===== config.mk =====
export PLATFORM = sky130hd
export DESIGN_NAME = stopwatch_slot_pool_unit
export DESIGN_NICKNAME = d
export VERILOG_FILES = /design/src/hw/rtl/swsp_pkg.sv /design/src/hw/rtl/swsp_stamp_mem.sv /design/src/hw/rtl/stopwatch_slot_pool_unit.sv
export SDC_FILE = /design/constraint.sdc
export NUM_CORES = 1
export LEC_CHECK = 0
export BUFFER_PORTS_ARGS = -buffer_cell sky130_fd_sc_hd__clkbuf_2
export CORE_UTILIZATION = 44
export DETAILED_ROUTE_END_ITERATION = 16
export GPL_TIMING_DRIVEN = 0
export HOLD_SLACK_MARGIN = 0.02
export PLACE_DENSITY = 0.58
export SYNTH_ARGS = -nofsm -noshare
export SYNTH_HDL_FRONTEND = slang
export SYNTH_SLANG_ARGS = --single-unit

===== constraint.sdc =====
create_clock -name clk -period 6.9 [get_ports clk]
set_input_delay 2.07 -clock clk [delete_from_list [all_inputs] [get_ports clk]]
set_output_delay 2.07 -clock clk [all_outputs]
set_load 0.01 [all_outputs]

===== src/hw/rtl/swsp_pkg.sv =====
package swsp_pkg;

  // Default sizing
  localparam int SWSP_SLOTS     = 16;
  localparam int SWSP_TICK_BITS = 32;

  // Field widths fixed by the interface
  localparam int REQ_W     = 3;
  localparam int IDX_W     = 4;
  localparam int STATUS_W  = 2;
  localparam int ELAPSED_W = 32;

  // Request codes
  typedef enum logic [REQ_W-1:0] {
    REQ_TICK  = 3'd0,
    REQ_START = 3'd1,
    REQ_FIRST = 3'd2,
    REQ_READ  = 3'd3,
    REQ_STOP  = 3'd4,
    REQ_CLEAR = 3'd5
  } swsp_req_t;

  // Status codes
  typedef enum logic [STATUS_W-1:0] {
    ST_OK     = 2'd0,
    ST_BUSY   = 2'd1,
    ST_NOFREE = 2'd2
  } swsp_status_t;

  // Sequencer states
  typedef enum logic [4:0] {
    S_IDLE  = 5'b00001,
    S_SCAN  = 5'b00010,
    S_RDMEM = 5'b00100,
    S_CALC  = 5'b01000,
    S_DONE  = 5'b10000
  } swsp_state_t;

  // Commands to the stamp store
  typedef struct packed {
    logic wr_en;
    logic rd_en;
    logic clr_all;
  } swsp_mem_ctl_t;

endpackage


===== src/hw/rtl/swsp_stamp_mem.sv =====
module swsp_stamp_mem import swsp_pkg::*; #(
  parameter int SLOTS     = SWSP_SLOTS,
  parameter int TICK_BITS = SWSP_TICK_BITS,
  localparam int AW       = (SLOTS > 1) ? $clog2(SLOTS) : 1
) (
  input  logic                 clk,
  input  logic                 rst_n,
  input  swsp_mem_ctl_t        ctl,
  input  logic [AW-1:0]        wr_addr,
  input  logic [TICK_BITS-1:0] wr_data,
  input  logic [AW-1:0]        rd_addr,
  output logic [TICK_BITS-1:0] rd_stamp
);

  logic [TICK_BITS-1:0] mem [SLOTS];
  logic [SLOTS-1:0]     valid_r;
  logic [TICK_BITS-1:0] rd_data_r;
  logic                 rd_hit_r;

  // Entry valid bits: an entry never written since reset or clear reads as zero
  always_ff @(posedge clk) begin
    if (!rst_n) begin
      valid_r  <= '0;
      rd_hit_r <= 1'b0;
    end else begin
      if (ctl.clr_all) begin
        valid_r <= '0;
      end else if (ctl.wr_en) begin
        valid_r[wr_addr] <= 1'b1;
      end
      if (ctl.rd_en) begin
        rd_hit_r <= valid_r[rd_addr];
      end
    end
  end

  // Stamp array, one write and one registered read port
  always_ff @(posedge clk) begin
    if (ctl.wr_en) begin
      mem[wr_addr] <= wr_data;
    end
    if (ctl.rd_en) begin
      rd_data_r <= mem[rd_addr];
    end
  end

  assign rd_stamp = rd_hit_r ? rd_data_r : '0;

endmodule


===== src/hw/rtl/stopwatch_slot_pool_unit.sv =====
// Channel  Direction  Ports                                         Handshake
// in       input      in_req_type, in_slot_index                    in_valid / in_ready
// out      output     out_status, out_slot_out, out_elapsed_ticks   out_valid / out_ready
//
// One request at a time. Tick, start named, clear all, unknown codes and read or stop
// of an index at or above SLOTS go straight to the done state; read and stop of a slot
// pass through a stamp read, then a subtract. Start first free tests the busy slots one
// per cycle, lowest first, until it finds a free one or reaches the last slot.
// Reset (rst_n low, synchronous) zeroes the tick counter and frees all slots.
// A result held in the output register while out_ready is low keeps the next
// request in its final state; a new beat is taken as soon as the sequencer idles.
module stopwatch_slot_pool_unit import swsp_pkg::*; #(
  parameter int SLOTS     = SWSP_SLOTS,
  parameter int TICK_BITS = SWSP_TICK_BITS
) (
  input  logic                 clk,
  input  logic                 rst_n,
  input  logic                 in_valid,
  output logic                 in_ready,
  input  logic [REQ_W-1:0]     in_req_type,
  input  logic [IDX_W-1:0]     in_slot_index,
  output logic                 out_valid,
  input  logic                 out_ready,
  output logic [STATUS_W-1:0]  out_status,
  output logic [IDX_W-1:0]     out_slot_out,
  output logic [ELAPSED_W-1:0] out_elapsed_ticks
);

  localparam int AW   = (SLOTS > 1) ? $clog2(SLOTS) : 1;
  localparam int CMPW = ((AW > IDX_W) ? AW : IDX_W) + 1;
  localparam logic [AW-1:0] LAST_SLOT = AW'(SLOTS - 1);

  swsp_state_t           state_r, state_nxt;
  swsp_req_t             req_r, req_nxt;
  logic [AW-1:0]         addr_r, addr_nxt;
  logic [AW-1:0]         scan_r, scan_nxt;
  logic [TICK_BITS-1:0]  tick_r, tick_nxt;
  logic [SLOTS-1:0]      busy_r, busy_nxt;
  swsp_status_t          res_status_r, res_status_nxt;
  logic [IDX_W-1:0]      res_slot_r, res_slot_nxt;
  logic [ELAPSED_W-1:0]  res_elapsed_r, res_elapsed_nxt;
  logic                  out_valid_r, out_valid_nxt;
  logic [STATUS_W-1:0]   out_status_r, out_status_nxt;
  logic [IDX_W-1:0]      out_slot_r, out_slot_nxt;
  logic [ELAPSED_W-1:0]  out_elapsed_r, out_elapsed_nxt;

  logic                  accept;
  logic [AW-1:0]         addr_in;
  logic                  in_range;
  swsp_mem_ctl_t         mem_ctl;
  logic [AW-1:0]         wr_addr;
  logic [TICK_BITS-1:0]  stamp;
  logic                  alu_sub;
  logic [TICK_BITS-1:0]  alu_b;
  logic [TICK_BITS-1:0]  alu_res;

  assign in_ready = (state_r == S_IDLE);
  assign accept   = in_valid & in_ready;
  assign addr_in  = AW'(in_slot_index);
  assign in_range = CMPW'(in_slot_index) < CMPW'(SLOTS);

  // Shared adder: tick increment or elapsed subtract
  assign alu_sub = (state_r == S_CALC);
  assign alu_b   = alu_sub ? stamp : TICK_BITS'(1);
  assign alu_res = tick_r + (alu_sub ? ~alu_b : alu_b) + TICK_BITS'(alu_sub);

  swsp_stamp_mem #(
    .SLOTS     (SLOTS),
    .TICK_BITS (TICK_BITS)
  ) u_stamp_mem (
    .clk      (clk),
    .rst_n    (rst_n),
    .ctl      (mem_ctl),
    .wr_addr  (wr_addr),
    .wr_data  (tick_r),
    .rd_addr  (addr_r),
    .rd_stamp (stamp)
  );

  // Sequencer
  always_comb begin
    state_nxt       = state_r;
    req_nxt         = req_r;
    addr_nxt        = addr_r;
    scan_nxt        = scan_r;
    tick_nxt        = tick_r;
    busy_nxt        = busy_r;
    res_status_nxt  = res_status_r;
    res_slot_nxt    = res_slot_r;
    res_elapsed_nxt = res_elapsed_r;
    out_valid_nxt   = out_valid_r & ~out_ready;
    out_status_nxt  = out_status_r;
    out_slot_nxt    = out_slot_r;
    out_elapsed_nxt = out_elapsed_r;
    mem_ctl         = '0;
    wr_addr         = addr_in;

    case (state_r)
      S_IDLE: begin
        if (accept) begin
          req_nxt         = swsp_req_t'(in_req_type);
          addr_nxt        = addr_in;
          res_status_nxt  = ST_OK;
          res_slot_nxt    = '0;
          res_elapsed_nxt = '0;
          state_nxt       = S_DONE;
          case (in_req_type)
            REQ_TICK: begin
              tick_nxt = alu_res;
            end
            REQ_START: begin
              res_slot_nxt = in_slot_index;
              if (!in_range) begin
                res_status_nxt = ST_NOFREE;
              end else if (busy_r[addr_in]) begin
                res_status_nxt = ST_BUSY;
              end else begin
                mem_ctl.wr_en     = 1'b1;
                busy_nxt[addr_in] = 1'b1;
              end
            end
            REQ_FIRST: begin
              scan_nxt  = '0;
              state_nxt = S_SCAN;
            end
            REQ_READ, REQ_STOP: begin
              res_slot_nxt = in_slot_index;
              if (in_range) begin
                state_nxt = S_RDMEM;
              end
            end
            REQ_CLEAR: begin
              mem_ctl.clr_all = 1'b1;
              busy_nxt        = '0;
            end
            default: ;
          endcase
        end
      end
      // One busy bit per cycle, lowest first
      S_SCAN: begin
        wr_addr = scan_r;
        if (!busy_r[scan_r]) begin
          mem_ctl.wr_en    = 1'b1;
          busy_nxt[scan_r] = 1'b1;
          res_slot_nxt     = IDX_W'(scan_r);
          state_nxt        = S_DONE;
        end else if (scan_r == LAST_SLOT) begin
          res_status_nxt = ST_NOFREE;
          state_nxt      = S_DONE;
        end else begin
          scan_nxt = scan_r + AW'(1);
        end
      end
      S_RDMEM: begin
        mem_ctl.rd_en = 1'b1;
        state_nxt     = S_CALC;
      end
      S_CALC: begin
        res_elapsed_nxt = ELAPSED_W'(alu_res);
        if (req_r == REQ_STOP) begin
          busy_nxt[addr_r] = 1'b0;
        end
        state_nxt = S_DONE;
      end
      // Hand the result to the output register once it is free
      S_DONE: begin
        if (!out_valid_r || out_ready) begin
          out_valid_nxt   = 1'b1;
          out_status_nxt  = res_status_r;
          out_slot_nxt    = res_slot_r;
          out_elapsed_nxt = res_elapsed_r;
          state_nxt       = S_IDLE;
        end
      end
      default: begin
        state_nxt = S_IDLE;
      end
    endcase
  end

  // Control state
  always_ff @(posedge clk) begin
    if (!rst_n) begin
      state_r     <= S_IDLE;
      tick_r      <= '0;
      busy_r      <= '0;
      out_valid_r <= 1'b0;
    end else begin
      state_r     <= state_nxt;
      tick_r      <= tick_nxt;
      busy_r      <= busy_nxt;
      out_valid_r <= out_valid_nxt;
    end
  end

  // Payload
  always_ff @(posedge clk) begin
    req_r         <= req_nxt;
    addr_r        <= addr_nxt;
    scan_r        <= scan_nxt;
    res_status_r  <= res_status_nxt;
    res_slot_r    <= res_slot_nxt;
    res_elapsed_r <= res_elapsed_nxt;
    out_status_r  <= out_status_nxt;
    out_slot_r    <= out_slot_nxt;
    out_elapsed_r <= out_elapsed_nxt;
  end

  assign out_valid         = out_valid_r;
  assign out_status        = out_status_r;
  assign out_slot_out      = out_slot_r;
  assign out_elapsed_ticks = out_elapsed_r;

endmodule


==> impl_metrics.yaml, run 1 <==
clocking:
  path_clk_slew_ns: 0.06
  clock_path_buffers: 3
  cts_max_level: 3
  clock_latency_ns: 0.63
  cts_resized: 0
  hold_buffers: 0
  clk_root_buffer_cell: "clkbuf_16"
  numCtsBuffers: 73
  cts.sink_count: 702
  tritoncts: "yes"
  post_cts_buffers: 0
detailed_routing:
  wl_per_cell_um: 28.2
  dr.pass1.iters: 5
  detailedRoute.firstIterationViolations: 1575
  wl_um: 75700
  via_per_inst: 5.90
  drc: 0
  ant_nets: 0
  vias: 15872
placed_design:
  port_buffers: 50
  gp_congestion: 0.921
  dp_hpwl_um: 49600
  post-place-ws_ns: 0.776
die:
  rows: 93
  io_pins: 51
  coreArea_um2: 64500
  dieArea_um2: 66300
  start_util: 0.446
  die_y_um: 258
  die_w_um: 258
grt:
  grt_max_degree: 34
  first_global_vias: 16034
  track_usage: 0.233
  grt-ovfl-total: 0
  grt_pass1_wl_um: 110000
  antenna_found_initial: 1
setup_path:
  cp_max_fo: 20
  start_kind: "primary input"
  crit_cells: 8
  slowest_delay_ns: 0.78
  path_class: "primary input to register"
  cp_common_cell: "mux4_2"
  path_cells: "clkbuf_2 -> buf_1 -> mux4_2 -> mux4_2 -> o22ai_1 -> o21ai_0 -> nor2_4 -> buf_12"
  crit_path_end_kind: "register"
  critical-path-top-delay-family: "compound AO/OA/AOI/OAI gates"
  critPathBufInv: 3
  cp_slowest_cell: "nor2_4"
  rr_worst_depth: 14
  cp.required_ns: 7.21
  cp.arrival_ns: 5.80
yosys:
  ys_seq_area_frac: 0.709
  synth_cell_types: 69
  ys_async_sr_fraction: 0
  synth_flop_cell: "edfxtp_1"
  synthesis.area_um2: 28700
  synthesis.nets: 1679
  syn_avg_cell_area_um2: 17.6
  synth-edff-count: 631
  yosys_warnings: 0
  netlist_instances: 1631
  synth_seq_cells: 702
timing:
  maxSlewHeadroom: 0.0756
  skew_ns: 0.0191
  period_share: 0.796
  slew_viol_final: 0
  finalSetupViolations: 0
  rsz0062_at_grt: "no"
  hold_viol: 0
  layout_setup_ws_ns: 1.41
  timing.final.crit_period_ns: 5.49
  tightest_slew_ns: 1.39
  timing.hold.ws_ns: 0.417
  fmaxAchievable_mhz: 182
run:
  drv_cap: 0
final_layout:
  areaGrowthSynthToFinish_pct: 15.4
  diodes: 0
  drive_above_1_share: 0.220
  nFillCells: 5264
  nets: 1826
worst_hold_path:
  hp-class: "register to register"
  hold_depth: 0
pwr:
  power_density_nw_per_um2: 284
  p_leak_nw: 10.7
  peakVddDrop_v: 0.000157
status:
  status: "completed"
-- report_power, final --
group / internal (mW) / switching (mW) / total (mW) / leakage, nW
sequential: 4.66 / 0.0265 / 4.69 / 6.23
clock: 2.44 / 1.68 / 4.12 / 1.20
combinational: 0.255 / 0.347 / 0.602 / 3.22
total: 7.36 / 2.05 / 9.41 / 10.7
-- layout make-up --
type	count	area (um2)	area share
buffer	85	348	0.0105
clock buffer	83	1930	0.0582
clock inverter	48	574	0.0173
inverter	18	67.6	0.00204
multi-input combinational	826	8070	0.244
sequential	702	20400	0.614
tap	855	1070	0.0323
timing repair buffer	72	721	0.0217
-- cells in the final DEF, fill, tap and decap left out, types with 8 or more instances in the layout --
| cell type | instances |
|---|---|
| clkinv_1 | 14 |
| xnor2_1 | 15 |
| clkbuf_16 | 76 |
| mux4_2 | 172 |
| nand2b_1 | 8 |
| a31oi_1 | 8 |
| clkbuf_2 | 50 |
| xor2_1 | 9 |
| nor3_1 | 30 |
| clkbuf_1 | 72 |
| nand3_1 | 26 |
| bufinv_16 | 11 |
| clkinv_2 | 9 |
| nor2_1 | 94 |
| a21oi_1 | 112 |
| nor3b_1 | 8 |
| o22ai_1 | 16 |
| a21o_1 | 17 |
| nor2_4 | 14 |
| o21ai_0 | 49 |
| nand4_1 | 11 |
| inv_1 | 15 |
| buf_1 | 14 |
| and2_1 | 13 |
| clkinvlp_4 | 9 |
| o21a_1 | 41 |
| buf_12 | 18 |
| ha_1 | 36 |
| nand2_1 | 47 |
| dfxtp_1 | 71 |
| edfxtp_1 | 631 |
-- stage by stage --
stage                     cells  TNS [ns]   util  total power, mW  area [um2]
after detailed placement   2558         0  0.475             5.39       30600
after CTS                  2689         0  0.514             9.50       33100
final                      2689         0  0.514             9.41       33200
after global routing       2689         0  0.514             9.69       33200
after global placement     2536   -720.91  0.466             5.38       30000
after floorplan            1631         0      -             5.17       28700
-- cells by family (layout without fill, tap and decap cells) --
logic type	after synthesis	count (layout)	share of synthesized area
simple gates	293	293	0.0501
buf+inv	103	306	0.0145
compound gates	294	294	0.0640
mux	178	178	0.139
flops	702	702	0.709
fa+ha+maj	37	37	0.0164
xor+xnor	24	24	0.00732
-- routing by layer --
metal  routed length [um]  share of wire  track usage
met1                33500           0.44        0.333
met5                    0              0            0
met2                35500           0.47        0.357
met3                 4500          0.059       0.0429
met4                 2300          0.030       0.0861
-- worst paths after layout --
kind	start	endpoint	slack [ns]
max	in_slot_index[1]	u_stamp_mem.mem[11][15]	1.41
min	res_elapsed_r[12]	out_elapsed_ticks[12]	0.42
max reg2reg	state_r[0]	res_elapsed_r[30]	1.73
min reg2reg	res_elapsed_r[12]	out_elapsed_ticks[12]	0.42
-- worst reg2reg max path, stage by stage (launching register included) --
cell	delay, ns
dfxtp_1	0.43
nor3_2	0.13
nand2_1	0.12
clkbuf_1	0.62
clkbuf_1	0.65
a21oi_1	0.10
ha_1	0.41
a21oi_1	0.13
o211ai_1	0.36
o2bb2ai_1	0.36
nand3_1	0.20
a31o_2	0.29
a2111oi_1	0.81
nor3_1	0.09
nor3_1	0.28
-- synthesized netlist by cell type, types with 14 or more instances --
cell type  count  area, um2
inv_1         16       60.1
buf_1         14       52.6
ha_1          36        450
a21oi_1      112        561
nor2_1       108        405
edfxtp_1     631      18900
dfxtp_1       71       1420
mux4_2       172       3870
clkbuf_1      65        244
o21a_1        41        308
o22ai_1       16        100
nand2_1       48        180
xnor2_1       15        131
nor3_1        30        150
o21ai_0       49        245
nand3_1       26        130
a21o_1        17        128
-- registers in the layout (all words and copies together) (netlist names) --
name / flops
u_stamp_mem.mem: 512
out_elapsed_ticks: 32
res_elapsed_r: 32
tick_r: 32
u_stamp_mem.rd_data_r: 32
busy_r: 16
u_stamp_mem.valid_r: 16
state_r: 5
addr_r: 4
out_slot_out: 4
res_slot_r: 4
scan_r: 4
req_r: 3
out_status: 2
res_status_r: 2
out_valid: 1
u_stamp_mem.rd_hit_r: 1
(Power assumes the default switching activity.)
==> run 2, diff against run 1 <==
--- a/config.mk
+++ b/config.mk
@@ -5,12 +5,13 @@
 export SDC_FILE = /design/constraint.sdc
 export NUM_CORES = 1
 export LEC_CHECK = 0
+export ABC_AREA = 1
 export BUFFER_PORTS_ARGS = -buffer_cell sky130_fd_sc_hd__clkbuf_2
 export CORE_UTILIZATION = 44
 export DETAILED_ROUTE_END_ITERATION = 16
 export GPL_TIMING_DRIVEN = 0
 export HOLD_SLACK_MARGIN = 0.02
-export PLACE_DENSITY = 0.58
+export PLACE_DENSITY = 0.6
 export SYNTH_ARGS = -nofsm -noshare
 export SYNTH_HDL_FRONTEND = slang
 export SYNTH_SLANG_ARGS = --single-unit
==> constraint.sdc (replaced) <==
create_clock -name clk -period 4.55 [get_ports clk]
set_input_delay 1.365 -clock clk [delete_from_list [all_inputs] [get_ports clk]]
set_output_delay 1.365 -clock clk [all_outputs]
set_load 0.01 [all_outputs]
==> run 2 against run 1 <==
Net effect:
- die area fell by 0.62%
- sequential cell count unchanged
- routed wire length increased by 14%
- core utilization decreased by 0.74 points
- register-to-register slack worse by 1.5 ns
- non-clock buffer count is 14 higher
- critical path type is now register to register
- setup slack got worse by 1.2 ns
- first-iteration DRC count rose by 28%
- highest routed layer unchanged
- cell count increased by 22%
==> impl_metrics.yaml, run 2 <==
status:
  status: "completed"
detailed_routing:
  dr.pass1.iters: 5
  ant_nets: 0
  wl_um: 86500
  wl_per_cell_um: 26.3
  via_per_inst: 5.89
  vias: 19346
  detailedRoute.firstIterationViolations: 2011
  drc: 0
grt:
  grt_pass1_wl_um: 124000
  track_usage: 0.260
  first_global_vias: 18865
  grt_max_degree: 34
  grt-ovfl-total: 0
  antenna_found_initial: 1
clocking:
  cts_max_level: 3
  hold_buffers: 0
  path_clk_slew_ns: 0.06
  cts.sink_count: 702
  tritoncts: "yes"
  post_cts_buffers: 0
  numCtsBuffers: 74
  clk_root_buffer_cell: "clkbuf_16"
  clock_latency_ns: 0.63
  clock_path_buffers: 3
final_layout:
  final_cell_mix: "631 x edfxtp_1, 262 x a22oi_1, 239 x a21oi_1"
  final_cells: 3287
  nets: 2421
  final_common_cell: "edfxtp_1"
  areaGrowthSynthToFinish_pct: 14.0
  diodes: 0
  largest_reg_flops: 512
  final_area_um2: 32600
  drive_above_1_share: 0.0946
  top_register: "u_stamp_mem.mem"
yosys:
  synth_cell_types: 49
  synthTopCellsByArea: "edfxtp_1 66%, a22oi_1 6.9%, dfxtp_1 5.0%"
  synth.most_common_cell: "edfxtp_1"
  synthesis.nets: 2278
  ys_seq_area_frac: 0.713
  yosys_warnings: 0
  synth.top_cell.area_share: 0.664
  ys_async_sr_fraction: 0
  synth_flop_cell: "edfxtp_1"
  synth-edff-count: 631
  synth_seq_cells: 702
  syn_avg_cell_area_um2: 12.8
  netlist_instances: 2230
  synthesis.area_um2: 28500
  yosysTopAreaCell: "edfxtp_1"
  synth_common_cells: "631 x edfxtp_1, 262 x a22oi_1, 240 x a21oi_1"
timing:
  tightest_slew_ns: 1.19
  slew_viol_final: 0
  setup_tns_ns: 0
  hold_viol: 0
  fmaxAchievable_mhz: 233
  maxSlewHeadroom: 0.209
  period_share: 0.944
  rsz0062_at_grt: "no"
  skew_ns: 0.0265
  timing.hold.ws_ns: 0.416
  finalSetupViolations: 0
  timing.final.crit_period_ns: 4.30
pwr:
  peakVddDrop_v: 0.000257
  p_int_mw: 10.8
  pwr-share-clk: 0.391
  p_sw_frac: 0.253
  p_comb_frac: 0.096
  p_leak_nw: 11.2
  switching_power_mw: 3.65
  pwr-share-seq: 0.513
  power_density_nw_per_um2: 444
die:
  dieArea_um2: 65900
  die_y_um: 257
  die_w_um: 257
  coreArea_um2: 64200
  rows: 93
  start_util: 0.444
  io_pins: 51
placed_design:
  dp_hpwl_um: 59500
  dpl_cell_area_um2: 30300
  gp_congestion: 0.904
  place_inst: 3152
  port_buffers: 50
setup_path:
  rr_worst_depth: 15
  reg2reg_slack_ns: 0.25
  path_class: "register to register"
  cp_max_fo: 10
  rr_endpoint: "res_elapsed_r[18]"
  start_kind: "register"
  cp.arrival_ns: 4.79
  r2r-start: "state_r[1]"
  cp.required_ns: 5.04
  crit_path_end_kind: "register"
worst_hold_path:
  hold_start: "res_elapsed_r[12]"
  hp-class: "register to register"
  hold_depth: 0
  whs_endpoint: "out_elapsed_ticks[12]"
run:
  drv_cap: 0
-- run 2: power by group through the flow --
stage	combinational (mW)	sequential [mW]	clock [mW]
CTS	1.38	7.41	5.72
floorplan	0.843	7.48	0
global route	1.51	7.43	5.97
finish	1.39	7.41	5.65
global placement	1.35	7.54	0
detailed placement	1.37	7.55	0
-- run 2: routing by layer --
layer  global-route usage  up-vias  share of wire
li1                     -     8643              -
met1                0.344     9662           0.41
met2                0.431      903           0.48
met3               0.0521      138          0.088
met4               0.0807        0          0.025
met5                    0        -              0
-- run 2: repair_timing --
action / 4_1_cts / 5_1_grt
gates cloned: 0 / 0
endpoints found under the setup margin: 22 / 18
gates resized for setup: 4 / 5
-- run 2: how the worst max path moves through the flow --
stage / start / endpoint / slack [ns] / cells past startpoint
3_5_place_dp: state_r[1] / res_elapsed_r[30] / -0.57 / 17
3_3_place_gp: in_slot_index[0] / u_stamp_mem.mem[8][14] / -2.09 / 12
4_1_cts: state_r[1] / res_elapsed_r[18] / 0.004 / 15
5_1_grt: state_r[3] / res_elapsed_r[28] / 0.002 / 17
2_1_floorplan: in_slot_index[1] / u_stamp_mem.mem[11][0] / 0.48 / 11
6_report: state_r[1] / res_elapsed_r[18] / 0.25 / 15
-- run 2: per-stage QoR --
stage           util  power [mW]  worst slack [ns]
2_1_floorplan      -        8.32             0.482
3_3_place_gp   0.465        8.89             -2.09
3_5_place_dp   0.472        8.92            -0.574
4_1_cts        0.507        14.5           0.00423
5_1_grt        0.507        14.9           0.00165
6_report       0.507        14.5             0.254
-- run 2: final cells by class --
cell class              count  area (um2)
plain buffers             104         440
clock buffers              97        2020
clock inverters            38         234
fillers                  5583       31700
inverters                 187         704
multi-input cells        1237        7120
flip-flops and latches    702       20400
well taps                 855        1070
repair buffers             67         596
-- run 2: cells by family after synthesis --
kind of cell | count (synthesis) | share of synthesized area
AND/OR/NAND/NOR | 512 | 0.0787
XOR/XNOR | 19 | 0.00583
flip-flops | 702 | 0.713
AO/OA/AOI/OAI | 669 | 0.146
adder cells (fa/ha/maj) | 37 | 0.0165
buffers and inverters | 291 | 0.0397
-- run 2: critical path: stages, from the launching register on --
cell	delay, ns
dfxtp_1	0.42
nor2_1	0.12
nand3_1	0.20
clkbuf_2	0.34
clkbuf_2	0.39
buf_1	0.46
a21oi_1	0.09
ha_1	0.44
nand2_1	0.12
nor2_1	0.25
inv_1	0.11
nor2_1	0.21
nand3_1	0.09
o21ai_0	0.38
xor2_1	0.34
and2_1	0.20
